==> src/rtl/core/nau_pkg.sv <==
package nau_pkg;

  localparam int DATA_W        = 16;
  localparam int MODE_W        = 3;
  localparam int FRAC_BITS_DEF = 12;
  localparam int EF            = 40;
  localparam int EW            = EF + 1;
  localparam int SPL           = 20;
  localparam int PROD_W        = 36;

  typedef enum logic [MODE_W-1:0] {
    MODE_SIG    = 3'd0,
    MODE_SIG_D  = 3'd1,
    MODE_ID     = 3'd2,
    MODE_ID_D   = 3'd3,
    MODE_TANH   = 3'd4,
    MODE_TANH_D = 3'd5
  } mode_t;

  typedef enum logic [2:0] {
    SEL_SIG    = 3'b001,
    SEL_TANH   = 3'b010,
    SEL_SIMPLE = 3'b100
  } sel_t;

  typedef struct packed {
    logic                     last;
    sel_t                     sel;
    logic                     neg;
    logic                     sub;
    logic signed [PROD_W-1:0] prod;
  } ctl_t;

  localparam int CTL_W = $bits(ctl_t);

  function automatic logic [EW-1:0] exp_fix(input real arg);
    real v;
    v = $exp(-arg) * (2.0 ** EF);
    return EW'(longint'(v));
  endfunction

endpackage

==> src/rtl/core/nau_mul.sv <==
module nau_mul import nau_pkg::*; #(
  parameter int SIDE_W = CTL_W
) (
  input  logic              clk,
  input  logic              rst_n,
  input  logic              in_vld,
  output logic              in_rdy,
  input  logic [EW-1:0]     in_a,
  input  logic [EW-1:0]     in_b,
  input  logic [SIDE_W-1:0] in_side,
  output logic              out_vld,
  input  logic              out_rdy,
  output logic [EW-1:0]     out_p,
  output logic [SIDE_W-1:0] out_side
);

  localparam int PHW = 2 * EW - SPL;
  localparam int PLW = EW + SPL;
  localparam int SW  = 2 * EW;

  logic              v1_r, v2_r, rdy1, rdy2;
  logic [PHW-1:0]    ph_r;
  logic [PLW-1:0]    pl_r;
  logic [SIDE_W-1:0] side1_r, side2_r;
  logic [SW-1:0]     sum;
  logic [EW-1:0]     p_r;

  assign rdy2   = !v2_r || out_rdy;
  assign rdy1   = !v1_r || rdy2;
  assign in_rdy = rdy1;
  assign sum    = (SW'(ph_r) << SPL) + SW'(pl_r);

  always_ff @(posedge clk) begin
    if (!rst_n) begin
      v1_r <= 1'b0;
      v2_r <= 1'b0;
    end else begin
      if (rdy1) begin
        v1_r <= in_vld;
      end
      if (rdy2) begin
        v2_r <= v1_r;
      end
    end
  end

  always_ff @(posedge clk) begin
    if (rdy1) begin
      ph_r    <= PHW'(in_a) * PHW'(in_b[EW-1:SPL]);
      pl_r    <= PLW'(in_a) * PLW'(in_b[SPL-1:0]);
      side1_r <= in_side;
    end
    if (rdy2) begin
      p_r     <= sum[EF +: EW];
      side2_r <= side1_r;
    end
  end

  assign out_vld  = v2_r;
  assign out_p    = p_r;
  assign out_side = side2_r;

endmodule

==> config.mk <==
export PLATFORM = sky130hd
export DESIGN_NAME = nau_mul
export DESIGN_NICKNAME = d
export VERILOG_FILES = /design/src/rtl/core/nau_pkg.sv /design/src/rtl/core/nau_mul.sv
export SDC_FILE = /design/constraint.sdc
export NUM_CORES = 2
export LEC_CHECK = 0
export BUFFER_PORTS_ARGS = -buffer_cell sky130_fd_sc_hd__buf_2
export CORE_MARGIN = 4
export CORE_UTILIZATION = 65
export CTS_CLUSTER_SIZE = 14
export DETAILED_ROUTE_END_ITERATION = 10
export HOLD_SLACK_MARGIN = 0.03
export PLACE_DENSITY = 0.83
export SLEW_MARGIN = 20
export SYNTH_ARGS = -nofsm -noshare
export SYNTH_HDL_FRONTEND = slang
export SYNTH_SLANG_ARGS = --single-unit
==> constraint.sdc <==
create_clock -name clk -period 8.3 [get_ports clk]
set_clock_uncertainty 0.2 [all_clocks]
set_input_delay 0.83 -clock clk [delete_from_list [all_inputs] [get_ports clk]]
set_output_delay 0.83 -clock clk [all_outputs]
set_load 0.02 [all_outputs]
==> reports/metrics.yaml <==
synthesis:
  synthFlopType: "edfxtp_1"
  ys_seq_area_frac: 0.112
  avgSynthCellArea_um2: 9.40
  syn-num-nets: 8450
  synthCells: 6512
  syn-cell-area_um2: 61200
  async_reset_ff_frac: 0
  synth-edff-count: 227
  synth-seq-cells: 229
  ys_warn_count: 0
  yosysUniqueCellTypes: 93
routing:
  drt_iter0_markers: 3909
  vias: 45800
  first_pass_iters: 6
  ant_nets: 0
  wirelength_um: 164000
  wl_per_cell_um: 20.7
  drc: 0
  vias_per_cell: 5.79
setup_path:
  cp_slowest_cell: "or4b_4"
  path_delay_family: "adder cells"
  crit_type: "in2reg"
  cpMostUsedCell: "fa_1"
  worstPathRequired_ns: 8.38
  start_kind: "input port"
  critPathBufInv: 7
  cpPeakStageDelay_ns: 0.60
  path_max_fanout: 22
  arrival_ns: 7.93
  worst_setup_path_end_kind: "flip-flop"
job:
  cap_violations: 0
sta:
  max_freq_mhz: 127
  post-route-min-period_ns: 7.84
  finalSetupViolCount: 0
  rsz0062_at_grt: "false"
  relSlewSlack: 0.255
  hold_viol: 0
  worstMarginPinSlew_ns: 1.12
  holdWs_ns: 0.202
  setup_slack_ns: 0.457
  fin_crit_sh: 0.945
  drv_slew: 0
placed_design:
  port_buffers: 212
  hpwl_um: 132000
  place_congestion: 0.943
  dpl_cell_area_um2: 64500
  dp_slack_ns: -0.0119
global_route:
  grt_pass1_wl_um: 262000
  grt_max_degree: 83
  antenna_found_initial: 3
  first_global_vias: 50000
  grtUsageTotal: 0.340
  overflow: 0
cells_and_area:
  design_area_um2: 65200
  fin_nets: 8569
  drive_above_1_share: 0.0802
  postLayoutCoreUtil: 0.699
  fillers: 6921
  syn2layout_area_growth_pct: 6.60
cts:
  post-cts-setup-buffers: 0
  clkTransAtPathRegs_ns: 0.06
  cts_made_buffers: 24
  cts.sinks: 229
  cts_buffer_depth: 3
  clk_latency_ns: 0.57
  htree_levels: 1
  cts_tree: "yes"
  cts_hold_buf: 0
  cts_resized: 0
  root_buffer: "clkbuf_16"
die:
  die-area_um2: 99100
  die_y_um: 315
  io_pins: 213
  core_um2: 93300
  die_w_um: 315
  initial_utilization: 0.656
  rows: 112
worst_hold_path:
  min_path_type: "reg2reg"
outcome:
  status: "complete, no violations"
## stage by stage
stage	setup TNS, ns	std cells
floorplan	0	6512
CTS	0	7901
global placement	0	7859
detailed placement	-0.0119	7859
finish	0	7904
global route	0	7901
## registers in the layout, summed over array words and instances (netlist names)
register / flops
ph_r: 61
out_side: 42
side1_r: 42
out_p: 41
pl_r: 41
out_vld: 1
v1_r: 1
## kinds of logic (layout without fill, tap and decap cells)
| kind of cell | after synthesis | after routing | synth area share |
|---|---|---|---|
| and+or+nand+nor | 1994 | 1994 | 0.156 |
| other | 0 | 3 | 0 |
| adders and majority gates | 1810 | 1810 | 0.546 |
| AOI/OAI and AO/OA | 428 | 428 | 0.0474 |
| xor gates and xnor gates | 141 | 141 | 0.0202 |
| DFF | 229 | 229 | 0.112 |
| buffers and inverters | 1910 | 2045 | 0.118 |
## cells in the mapped netlist (4+ instances only)
cell type / number / area share
and2_1: 667 / 0.068
o211ai_1: 6 / 0.00074
o221ai_1: 4 / 0.00057
o21ai_0: 67 / 0.0055
o31ai_1: 5 / 0.00061
ha_1: 376 / 0.077
o21bai_1: 20 / 0.0025
or2_2: 4 / 0.00041
nor2_1: 73 / 0.0045
xor2_1: 48 / 0.0069
clkbuf_1: 345 / 0.021
a21oi_1: 138 / 0.011
edfxtp_1: 227 / 0.11
o21a_1: 15 / 0.0018
nand2b_1: 8 / 0.00082
and3_1: 12 / 0.0012
nand2_1: 1108 / 0.068
nor3_1: 18 / 0.0015
inv_1: 1551 / 0.095
a21o_1: 72 / 0.0088
a211oi_1: 12 / 0.0015
fa_1: 1434 / 0.47
nor2b_1: 12 / 0.0012
nand4_1: 35 / 0.0036
nor4_1: 6 / 0.00061
xnor2_1: 93 / 0.013
nand3_1: 29 / 0.0024
a31o_2: 5 / 0.00072
a31oi_1: 17 / 0.0017
o31a_1: 5 / 0.00072
o21ai_1: 6 / 0.00049
## cell type report
| cell class | instances | area (um^2) | share of cell area |
|---|---|---|---|
| clock inverter | 16 | 121 | 0.00186 |
| sequential | 229 | 6860 | 0.105 |
| clock buffer | 26 | 608 | 0.00932 |
| antenna | 3 | 7.51 | 0.000115 |
| timing repair buffer | 452 | 3150 | 0.0483 |
| multi-input combinational | 4373 | 47100 | 0.722 |
| tap | 1254 | 1570 | 0.0241 |
| inverter | 1551 | 5820 | 0.0893 |
## worst register-to-register path, cell delays in order (launching register included)
cell and delay, ns:
edfxtp_1 0.46, ha_1 0.39, nor2_1 0.05, o31ai_1 0.27, a21oi_1 0.16, a211oi_2 0.53
o21ai_1 0.33, o31ai_1 0.51, a31oi_1 0.22, nor2b_1 0.53, nand4_1 0.19, xnor2_1 0.17
## worst paths after layout
check                   from           to  slack, ns  cells past startpoint
setup / recovery     in_a[8]     ph_r[57]       0.46                     25
hold / removal    side1_r[8]  out_side[8]       0.20                      0
setup reg to reg    ph_r[13]    out_p[29]       3.99                     11
hold reg to reg   side1_r[8]  out_side[8]       0.20                      0
## layout by cell type, fill, tap and decap left out, drive strengths merged, types with 75 or more instances in the layout
cell	netlist	routed
a21oi	138	138
and2	668	668
buf	7	452
edfxtp	227	227
fa	1434	1434
ha	376	376
inv	1551	1552
nand2	1108	1108
o21ai	75	75
xnor2	93	93
## per-layer routing
layer	global-route usage	wire length, um	up-vias
met3	0.0613	14800	754
met2	0.559	79100	2547
li1	-	-	19300
met4	0.223	13300	0
met5	0	0	-
met1	0.417	56300	23200
Power is not shown: default switching activity piles up to over one toggle a cycle in this logic, so the estimate is an artifact.
