## config.mk

```make
export PLATFORM = sky130hd
export DESIGN_NAME = nau_out
export DESIGN_NICKNAME = d
export VERILOG_FILES = /design/src/rtl/core/nau_pkg.sv /design/src/rtl/core/nau_out.sv
export SDC_FILE = /design/constraint.sdc
export NUM_CORES = 1
export LEC_CHECK = 0
export ABC_CLOCK_PERIOD_IN_PS = 4520
export BUFFER_PORTS_ARGS = -buffer_cell sky130_fd_sc_hd__buf_2
export CAP_MARGIN = 25
export CORE_UTILIZATION = 52
export CTS_CLUSTER_DIAMETER = 150
export CTS_CLUSTER_SIZE = 10
export DETAILED_ROUTE_END_ITERATION = 7
export PLACE_DENSITY = 0.88
export SLEW_MARGIN = 10
export SYNTH_ARGS = -nofsm -noshare
export SYNTH_HDL_FRONTEND = slang
export SYNTH_SLANG_ARGS = --single-unit
```

## constraint.sdc

```tcl
create_clock -name clk -period 4.52 [get_ports clk]
set_input_delay 0.678 -clock clk [delete_from_list [all_inputs] [get_ports clk]]
set_output_delay 0.678 -clock clk [all_outputs]
set_load 0.05 [all_outputs]
```

## src/rtl/core/nau_pkg.sv

```systemverilog
package nau_pkg;

  localparam int DATA_W        = 16;
  localparam int MODE_W        = 3;
  localparam int FRAC_BITS_DEF = 12;
  localparam int EF            = 40;
  localparam int EW            = EF + 1;
  localparam int SPL           = 20;
  localparam int PROD_W        = 36;

  typedef enum logic [MODE_W-1:0] {
    MODE_SIG    = 3'd0,
    MODE_SIG_D  = 3'd1,
    MODE_ID     = 3'd2,
    MODE_ID_D   = 3'd3,
    MODE_TANH   = 3'd4,
    MODE_TANH_D = 3'd5
  } mode_t;

  typedef enum logic [2:0] {
    SEL_SIG    = 3'b001,
    SEL_TANH   = 3'b010,
    SEL_SIMPLE = 3'b100
  } sel_t;

  typedef struct packed {
    logic                     last;
    sel_t                     sel;
    logic                     neg;
    logic                     sub;
    logic signed [PROD_W-1:0] prod;
  } ctl_t;

  localparam int CTL_W = $bits(ctl_t);

  function automatic logic [EW-1:0] exp_fix(input real arg);
    real v;
    v = $exp(-arg) * (2.0 ** EF);
    return EW'(longint'(v));
  endfunction

endpackage

```

## src/rtl/core/nau_out.sv

```systemverilog
module nau_out import nau_pkg::*; #(
  parameter int FRAC_BITS = FRAC_BITS_DEF
) (
  input  logic                     clk,
  input  logic                     rst_n,
  input  logic                     in_vld,
  output logic                     in_rdy,
  input  logic [FRAC_BITS+2:0]     in_q,
  input  ctl_t                     in_ctl,
  output logic                     out_valid,
  input  logic                     out_stall,
  output logic signed [DATA_W-1:0] out_y,
  output logic                     out_last
);

  localparam int YW = PROD_W + 1;
  localparam logic signed [YW-1:0] ONE_Y  = YW'(1) << FRAC_BITS;
  localparam logic signed [YW-1:0] HALF_Y = YW'(1) << (FRAC_BITS - 1);
  localparam logic signed [YW-1:0] Y_MAX  = YW'(32767);
  localparam logic signed [YW-1:0] Y_MIN  = YW'(-32768);

  logic signed [YW-1:0]     qv, v_sig, v_tanh, r, y;
  logic signed [DATA_W-1:0] y_nxt;
  logic                     vld_r, last_r;
  logic signed [DATA_W-1:0] y_r;

  assign qv     = signed'(YW'(in_q));
  assign v_sig  = ((qv >>> 1) + YW'(1)) >>> 1;
  assign v_tanh = ((qv + YW'(1)) >>> 1) - ONE_Y;
  assign r      = (YW'(in_ctl.prod) + HALF_Y) >>> FRAC_BITS;

  always_comb begin
    case (in_ctl.sel)
      SEL_SIG:    y = in_ctl.neg ? ONE_Y - v_sig : v_sig;
      SEL_TANH:   y = in_ctl.neg ? -v_tanh : v_tanh;
      SEL_SIMPLE: y = in_ctl.sub ? ONE_Y - r : r;
      default:    y = '0;
    endcase
    if (y > Y_MAX) begin
      y_nxt = Y_MAX[DATA_W-1:0];
    end else if (y < Y_MIN) begin
      y_nxt = Y_MIN[DATA_W-1:0];
    end else begin
      y_nxt = y[DATA_W-1:0];
    end
  end

  assign in_rdy = !vld_r || !out_stall;

  always_ff @(posedge clk) begin
    if (!rst_n) begin
      vld_r <= 1'b0;
    end else if (in_rdy) begin
      vld_r <= in_vld;
    end
  end

  always_ff @(posedge clk) begin
    if (in_rdy) begin
      y_r    <= y_nxt;
      last_r <= in_ctl.last;
    end
  end

  assign out_valid = vld_r;
  assign out_y     = y_r;
  assign out_last  = last_r;

endmodule
```

==> impl_metrics.ini <==
[floorplan]
die_h_um = 89.4
die_w_um = 89.4
num_rows = 31
core-area_um2 = 7330
io_pins = 80
initial_core_util_pct = 54.1
die-area_um2 = 7980

[worst_setup_path]
critPathArrivalTime_ps = 4360
crit_path_start_kind = primary input
cpMaxStageDelayCell = or4_4
reg2reg_depth = 1
reg2reg_to = out_last
r2r_slack_ps = 3350
criticalPathCategory = in -> reg
cp_max_fo = 7
cp_data_required_time_ps = 4510
cp_top_family = simple AND/OR/NAND/NOR gates
path_buf_inv = 3
slowest_delay_ps = 580
r2r-start = out_valid
cp_cell_sequence = buf_2 -> ha_1 -> nand4_1 -> or4b_1 -> and3_1 -> or4_4 -> nor4_4 -> inv_1 -> ha_1 -> o21ai_1 -> o21ai_0 -> nand2_1 -> nand4_1 -> nor3_2 -> o2111ai_2 -> o21ai_4 -> clkbuf_16 -> o21ai_2
end_kind = register

[power_and_ir_drop]
power_mw = 0.864
p_leak_nw = 1.74
ir_worst_vdd_v = 0.000100
p_per_area_nw_per_um2 = 180

[finish]
diodes = 0
drive_above_1_share_pct = 24.5
nFillCells = 585
nets = 708
multi_input_area_um2 = 3310
areaGrowthSynthToFinish_pct = 21.1
utilization_pct = 65.5
seq_area_um2 = 531

[yosys]
ys_warn_count = 0
syn_inst = 554
yosysTopAreaCell = xnor2_1
synth_area_leaders = xnor2_1 15%, edfxtp_1 13%, xor2_1 5.1%
syn_nets = 625
synthArstFlopShare_pct = 0
synth_flop_cell = edfxtp_1
synthDominantCellAreaShare_pct = 15.5
ys_seq_area_share_pct = 13.4
ys_types = 74
syn_avg_cell_area_um2 = 7.16
synth_edf_count = 17
synth_area_um2 = 3970
ys_ff_latch = 18

[timing]
worst_slew_pin_slew_ps = 841
final.period_utilization_pct = 96.9
slew_headroom_pct = 43.8
clock_skew_ps = 4.72
drv_slew = 0
hold_slack_ps = 559
hold_viol_final = 0
fmax_mhz = 228
setup-violations-final = 0
finalSetupTns_ps = 0
min_period_ps = 4380

[worst_hold_path]
min_delay_path_depth = 2
worst_hold_path.endpoint = out_valid
hold_start = out_valid
min_path_type = reg -> reg

[drt]
drt_wl_total_um = 11500
antenna_left = 0
drc = 0
vias = 4605
drt-wirelength-per-cell_um = 15.7
vias_per_cell = 6.27
dr.first_iter.drc_count = 433
dr.pass1.iters = 5

[clock_tree]
cts_buffers = 3
cts_hold_buffers = 0
root_buffer = clkbuf_8
cts_tree = yes
insertion_delay_ps = 240
htreeDepth = 1
clk_path_buf_depth = 2
cts_sinks = 18
path_clk_slew_ps = 60

[place]
io_buffers = 68
hpwl_um = 9130
globalplace.congestion = 0.930

[global_routing]
overflow = 0
grt_start_max_net_pins = 34
antenna_found_initial = 0
grt_pass1_vias = 4016
grt.total_usage_pct = 28.2
grt_first_pass_wirelength_um = 18100

[status]
status = completed

[run]
maxCapViolCount = 0
==> synthesized netlist by cell type (all sizes together), types with 4 or more instances <==
library cell and number:
xor2 23, nand2 49, ha 10, xnor2 70
nand2b 5, and2 6, a21oi 27, inv 20
nand3 26, nand4 16, or3 10, nor3 19
a31oi 9, edfxtp 17, nor3b 4, buf 12
or4 4, nor2 42, or2 5, and3 8
nor4 11, clkbuf 23, o31ai 11, mux2i 5
o21ai 50, o22ai 13, nand3b 4
==> logic make-up after synthesis <==
kind of cell	Yosys count	synth area share (%)
flops	18	13.4
simple gates	225	30.7
mux	6	1.55
compound gates	145	24.7
buf+inv	57	5.96
fa+ha+maj	10	3.15
xor+xnor	93	20.5
==> cell usage in the layout (no fill, tap or decap), drive strengths merged, types with 13 or more instances in the layout <==
cell    netlist  final
buf          12    112
o21ai        50     50
o22ai        13     13
inv          20     20
nor3         19     19
nand3        26     26
nor2         42     42
a21oi        27     27
xnor2        70     70
xor2         23     23
nand4        16     16
edfxtp       17     17
nand2        49     49
==> worst min-delay path, delay by kind of cell (launching register included) <==
family | cells | cell delay, ps
AO/OA/AOI/OAI | 1 | 130
flip-flops | 1 | 320
AND/OR/NAND/NOR | 1 | 60
==> cell type report <==
type	instances	area share, %
sequential	18	11.0
multi-input combinational	479	68.9
clock buffer	4	0.937
tap	99	2.58
inverter	22	1.72
timing repair buffer	113	14.8
==> what timing repair did <==
item | CTS | global route
setup buffers | 0 | 1
resized for setup | 0 | 20
setup endpoints to repair | 0 | 15
==> power breakdown <==
| part | leakage (nW) | switching (mW) | total, mW | internal, mW |
|---|---|---|---|---|
| clock | 0.0228 | 0.0441 | 0.106 | 0.0623 |
| combinational | 1.54 | 0.344 | 0.530 | 0.186 |
| sequential | 0.180 | 0.00643 | 0.228 | 0.221 |
==> metal layers <==
metal	part of all wire, %	wire (µm)	global-route usage, %	vias to the layer above
met5	0	0	0	-
met4	2.1	244	7.79	0
met3	8.6	989	2.68	29
met2	48	5530	48.6	232
met1	41	4780	37.3	2132
li1	-	-	-	2212
==> registers in the layout, indices dropped and copies added, names as in the netlist <==
| register | count |
|---|---|
| out_valid | 1 |
| out_y | 16 |
| out_last | 1 |
==> how the worst max path moves through the flow <==
stage,startpoint,endpoint,slack (ps),cells after the start
2_1_floorplan,in_q[0],out_y[9],240,17
3_3_place_gp,in_q[1],out_y[14],-110,14
3_5_place_dp,in_q[1],out_y[3],-230,18
4_1_cts,in_q[1],out_y[3],10,18
5_1_grt,in_q[1],out_y[13],-40,18
6_report,in_q[1],out_y[13],140,18
==> through the flow <==
stage	setup WS [ps]	cell area [µm²]	cells
floorplan	237	3970	554
global placement	-107	4610	729
detailed placement	-229	4610	729
CTS	14.5	4660	733
global route	-44.5	4800	735
finish	142	4800	735
Power figures use the tool's default switching activity.
