`src/rtl/core/nau_pkg.sv`:
```
package nau_pkg;

  localparam int DATA_W        = 16;
  localparam int MODE_W        = 3;
  localparam int FRAC_BITS_DEF = 12;
  localparam int EF            = 40;
  localparam int EW            = EF + 1;
  localparam int SPL           = 20;
  localparam int PROD_W        = 36;

  typedef enum logic [MODE_W-1:0] {
    MODE_SIG    = 3'd0,
    MODE_SIG_D  = 3'd1,
    MODE_ID     = 3'd2,
    MODE_ID_D   = 3'd3,
    MODE_TANH   = 3'd4,
    MODE_TANH_D = 3'd5
  } mode_t;

  typedef enum logic [2:0] {
    SEL_SIG    = 3'b001,
    SEL_TANH   = 3'b010,
    SEL_SIMPLE = 3'b100
  } sel_t;

  typedef struct packed {
    logic                     last;
    sel_t                     sel;
    logic                     neg;
    logic                     sub;
    logic signed [PROD_W-1:0] prod;
  } ctl_t;

  localparam int CTL_W = $bits(ctl_t);

  function automatic logic [EW-1:0] exp_fix(input real arg);
    real v;
    v = $exp(-arg) * (2.0 ** EF);
    return EW'(longint'(v));
  endfunction

endpackage

```
`src/rtl/core/nau_div.sv`:
```
module nau_div import nau_pkg::*; #(
  parameter int FRAC_BITS = FRAC_BITS_DEF,
  parameter int SIDE_W    = CTL_W
) (
  input  logic                 clk,
  input  logic                 rst_n,
  input  logic                 in_vld,
  output logic                 in_rdy,
  input  logic [EW-1:0]        in_e,
  input  logic [SIDE_W-1:0]    in_side,
  output logic                 out_vld,
  input  logic                 out_rdy,
  output logic [FRAC_BITS+2:0] out_q,
  output logic [SIDE_W-1:0]    out_side
);

  localparam int QN  = FRAC_BITS + 3;
  localparam int SPS = 2;
  localparam int NST = (QN + SPS - 1) / SPS;
  localparam int RW  = EF + 3;
  localparam int DW  = EF + 2;
  localparam logic [QN-1:0] Q_MIN = QN'(1) << (FRAC_BITS + 1);
  localparam logic [QN-1:0] Q_MAX = QN'(1) << (FRAC_BITS + 2);

  logic [NST-1:0]    vld_r, vld_src, rdy;
  logic [RW-1:0]     rem_r [NST];
  logic [RW-1:0]     rem_src [NST];
  logic [RW-1:0]     rem_nxt [NST];
  logic [QN-1:0]     q_r [NST];
  logic [QN-1:0]     q_src [NST];
  logic [QN-1:0]     q_nxt [NST];
  logic [DW-1:0]     d_r [NST];
  logic [DW-1:0]     d_src [NST];
  logic [SIDE_W-1:0] side_r [NST];
  logic [SIDE_W-1:0] side_src [NST];

  always_comb begin
    vld_src[0]  = in_vld;
    rem_src[0]  = RW'(1) << (EF - 1);
    q_src[0]    = '0;
    d_src[0]    = DW'(in_e) + (DW'(1) << EF);
    side_src[0] = in_side;
    for (int s = 1; s < NST; s++) begin
      vld_src[s]  = vld_r[s-1];
      rem_src[s]  = rem_r[s-1];
      q_src[s]    = q_r[s-1];
      d_src[s]    = d_r[s-1];
      side_src[s] = side_r[s-1];
    end
  end

  always_comb begin
    logic [RW-1:0] rem;
    logic [QN-1:0] q;
    for (int s = 0; s < NST; s++) begin
      rem = rem_src[s];
      q   = q_src[s];
      for (int j = 0; j < SPS; j++) begin
        if (s * SPS + j < QN) begin
          rem = rem << 1;
          if (rem >= RW'(d_src[s])) begin
            rem = rem - RW'(d_src[s]);
            q   = {q[QN-2:0], 1'b1};
          end else begin
            q   = {q[QN-2:0], 1'b0};
          end
        end
      end
      rem_nxt[s] = rem;
      q_nxt[s]   = q;
    end
  end

  always_comb begin
    rdy[NST-1] = !vld_r[NST-1] || out_rdy;
    for (int s = NST - 2; s >= 0; s--) begin
      rdy[s] = !vld_r[s] || rdy[s+1];
    end
  end

  always_ff @(posedge clk) begin
    if (!rst_n) begin
      vld_r <= '0;
    end else begin
      for (int s = 0; s < NST; s++) begin
        if (rdy[s]) begin
          vld_r[s] <= vld_src[s];
        end
      end
    end
  end

  always_ff @(posedge clk) begin
    for (int s = 0; s < NST; s++) begin
      if (rdy[s]) begin
        rem_r[s]  <= rem_nxt[s];
        q_r[s]    <= q_nxt[s];
        d_r[s]    <= d_src[s];
        side_r[s] <= side_src[s];
      end
    end
  end

  assign in_rdy   = rdy[0];
  assign out_vld  = vld_r[NST-1];
  assign out_q    = q_r[NST-1];
  assign out_side = side_r[NST-1];

  a_q_range: assert property (@(posedge clk) disable iff (!rst_n)
    vld_r[NST-1] |-> (q_r[NST-1] >= Q_MIN) && (q_r[NST-1] <= Q_MAX))
    else $error("quotient out of range");

  a_rem_below_div: assert property (@(posedge clk) disable iff (!rst_n)
    vld_r[NST-1] |-> rem_r[NST-1] < RW'(d_r[NST-1]))
    else $error("remainder not below divisor");

  a_tail_hold: assert property (@(posedge clk) disable iff (!rst_n)
    vld_r[NST-1] && !out_rdy |=> vld_r[NST-1] && $stable(q_r[NST-1])
      && $stable(side_r[NST-1]))
    else $error("stalled quotient lost");

endmodule

```
`config.mk`:
```
export PLATFORM = sky130hd
export DESIGN_NAME = nau_div
export DESIGN_NICKNAME = d
export VERILOG_FILES = /design/src/rtl/core/nau_pkg.sv /design/src/rtl/core/nau_div.sv
export SDC_FILE = /design/constraint.sdc
export NUM_CORES = 2
export LEC_CHECK = 0
export BUFFER_PORTS_ARGS = -buffer_cell sky130_fd_sc_hd__clkbuf_2
export CAP_MARGIN = 20
export CORE_MARGIN = 2
export CORE_UTILIZATION = 50
export CTS_BUF_LIST = sky130_fd_sc_hd__clkbuf_8
export CTS_CLUSTER_SIZE = 8
export DETAILED_ROUTE_END_ITERATION = 8
export PLACE_DENSITY = 0.64
export SLEW_MARGIN = 40
export SYNTH_ARGS = -nofsm -noshare
export SYNTH_HDL_FRONTEND = slang
export SYNTH_SLANG_ARGS = --single-unit
```
`constraint.sdc`:
```
create_clock -name clk -period 13.7 [get_ports clk]
set_input_delay 2.74 -clock clk [delete_from_list [all_inputs] [get_ports clk]]
set_output_delay 2.74 -clock clk [all_outputs]
set_load 0.01 [all_outputs]
```
==> flow_summary.ini <==
[global_route]
grt_pass1_vias = 49410
met2_usage = 0.4515
grtUsageTotal = 0.2602
met1_usage = 0.3168
antenna_found_initial = 1
overflow = 0
busiest_layer = met2
grt_max_degree = 74
grt_pass1_wl_mm = 278.9
grt_use_met3 = 0.03470

[critical_path]
rr_endpoint = rem_r[2][9]$_DFFE_PP_
rrSetupSlack_ns = 5.40
critPathCaptureType = register
crit_fanout = 54
startpoint_type = register
r2r_cells = 25
r2r_start = d_r[1][10]$_DFFE_PP_
crit_type = reg -> reg
cp_data_arrival_time_ns = 8.95
required_ns = 14.35

[route]
via_per_inst = 5.871
detail_route.first_pass.iterations = 7
wl_per_cell_um = 21.12
wirelength_mm = 181.0
vias = 50320
antenna_left = 0
drtIter0Drc = 3741
drc = 0

[placement]
placed_cell_area_mm2 = 0.07001
dp_cells = 8289
gp_congestion = 0.9705
preCtsSetupSlack_ns = 4.990
hpwl_mm = 142.6
portBuffers = 145

[cts]
cts_buffer_depth = 3
hold_buffers = 0
cts.sinks = 1003
insertion_delay_ns = 0.94
clk_pin_slew_worst_paths_ns = 0.06
cts_tree = built
ctsResizeCount = 0
post-cts-setup-buffer-count = 0
cts_buffers = 168
h-tree-depth = 4
root_buffer = clkbuf_8

[min_path]
min_from = side_r[0][44]$_DFFE_PP_
hold_path.class = reg -> reg
whs_path_depth = 0
whs_endpoint = side_r[0][86]$_DFFE_PP_

[synth]
synth_seq_area_share = 0.4439
yosysWarnings = 0
ys_types = 99
ys.flop_type = edfxtp_1
async_flop_share = 0
synth_edf_count = 995
synth-seq-cells = 1003
synth_area_mm2 = 0.06767
postSynthAreaPerCell_um2 = 10.33
synthCells = 6549

[timing]
setup_slack_ns = 5.396
worst_pin_slew_ns = 0.8513
slew_headroom = 0.4276
min_period_ns = 8.304
fin_skew_ns = 0.06758
period_share = 0.6061
hold_viol = 0
finalSetupViolCount = 0
tns_ns = 0
fmax_mhz = 120.4
finalMaxSlewViolations = 0
rsz0062_at_grt = false

[cells_and_area]
drive_above_1_share = 0.1112
design_area_mm2 = 0.07319
stdcell_count = 8570
area_growth_syn_to_layout_pct = 8.162
fillerInstances = 11920
nets = 7366

[floorplanning]
coreArea_mm2 = 0.1340
die_area_mm2 = 0.1383
die_h_um = 371.9
ioPinCount = 146
die_w_um = 371.9
core.rowCount = 134
initial_core_util = 0.5051

[job]
cap_violations = 0

[outcome]
run_status = complete, no violations
state kept, by name (all words and copies together), names as in the netlist:
name,cells
side_r,336
q_r,71
vld_r,8
d_r,294
rem_r,294
placed cells by master (no fill, tap or decap), types with 172 or more instances in the layout:
master,count
edfxtp_1,995
a21oi_1,600
ha_1,581
inv_1,533
nor2_1,494
nand2_1,357
o21ai_0,346
a21o_1,313
xnor2_1,292
mux2_2,288
clkbuf_8,172
critical path, stage by stage (launching register included):
cell and delay, ns:
edfxtp_1 0.39, inv_1 0.11, ha_1 0.36, nand4_1 0.13, nor2_1 0.25, a21boi_0 0.29, nor2_1 0.16, o21ai_0 0.60
o211ai_1 0.22, a21oi_1 0.20, nor2b_1 0.06, buf_4 0.18, inv_2 0.35, mux2_2 0.41, ha_1 0.41, o211ai_1 0.12
a21oi_1 0.33, o41ai_1 0.21, o31ai_1 0.73, a41o_1 0.44, a21oi_1 0.20, a211oi_1 0.50, nor2_1 0.24, o211ai_4 0.11
buf_4 0.55, mux2_2 0.42
logic make-up after synthesis:
logic type | synth area share
flip-flops | 0.4439
AND/OR/NAND/NOR | 0.1136
adder cells (fa/ha/maj) | 0.1092
buffers and inverters | 0.04351
XOR/XNOR | 0.05928
other | 0.00005542
AO/OA/AOI/OAI | 0.1787
multiplexers | 0.05179
routing by layer:
layer	wire [µm]	share of wire
met4	9616	0.053
met1	75590	0.42
met5	0	0
met2	88030	0.49
met3	7794	0.043
cell usage after synthesis, drive strengths merged (46+ instances only):
library cell	number	area (µm²)
xor2	166	1454
o21ai	362	1816
o21bai	79	593.1
nand2	360	1351
buf	106	675.6
a21o	313	2350
nor3	98	500.5
xnor2	292	2557
nand2b	84	525.5
ha	581	7269
nor2	494	1854
edfxtp	995	29880
nor2b	71	444.2
mux2	297	3344
a211oi	51	382.9
a21oi	603	3037
nand4	92	575.6
o21a	94	705.7
and2	46	287.8
and3	55	344.1
clkbuf	118	444.2
a31oi	74	462.9
nand3	142	710.7
inv	486	1824
how the worst max path moves through the flow:
stage                              start                     end  cells after the start  slack [ns]
floorplan                        out_rdy                  in_rdy                      6        4.63
global placement                in_e[32]   rem_r[0][2]$_DFFE_PP_                     19        5.09
detailed placement  d_r[0][10]$_DFFE_PP_  rem_r[1][32]$_DFFE_PP_                     25        4.99
CTS                 d_r[0][10]$_DFFE_PP_  rem_r[1][32]$_DFFE_PP_                     25        4.90
global route         d_r[1][2]$_DFFE_PP_   rem_r[2][9]$_DFFE_PP_                     25        4.95
finish              d_r[1][10]$_DFFE_PP_   rem_r[2][9]$_DFFE_PP_                     25        5.40
metrics by stage:
| step | util | hold WS, ns |
|---|---|---|
| 3_3_place_gp | 0.5218 | 0.4003 |
| 5_1_grt | 0.5464 | 0.3947 |
| 2_1_floorplan | - | 0.4003 |
| 6_report | 0.5464 | 0.3897 |
| 4_1_cts | 0.5462 | 0.3942 |
| 3_5_place_dp | 0.5226 | 0.4045 |
area by class of cell:
cell class	count	area (µm²)	area share
clock buffers	172	2367	0.03234
repair buffers	179	1023	0.01398
flip-flops and latches	1003	30040	0.4104
well taps	1768	2212	0.03022
inverters	486	1844	0.02520
multi-input cells	4854	34910	0.4770
diodes	1	2.502	0.00003419
clock inverters	107	790.8	0.01080
Power is not shown: default switching activity piles up to over one toggle a cycle in this logic, so the estimate is an artifact.
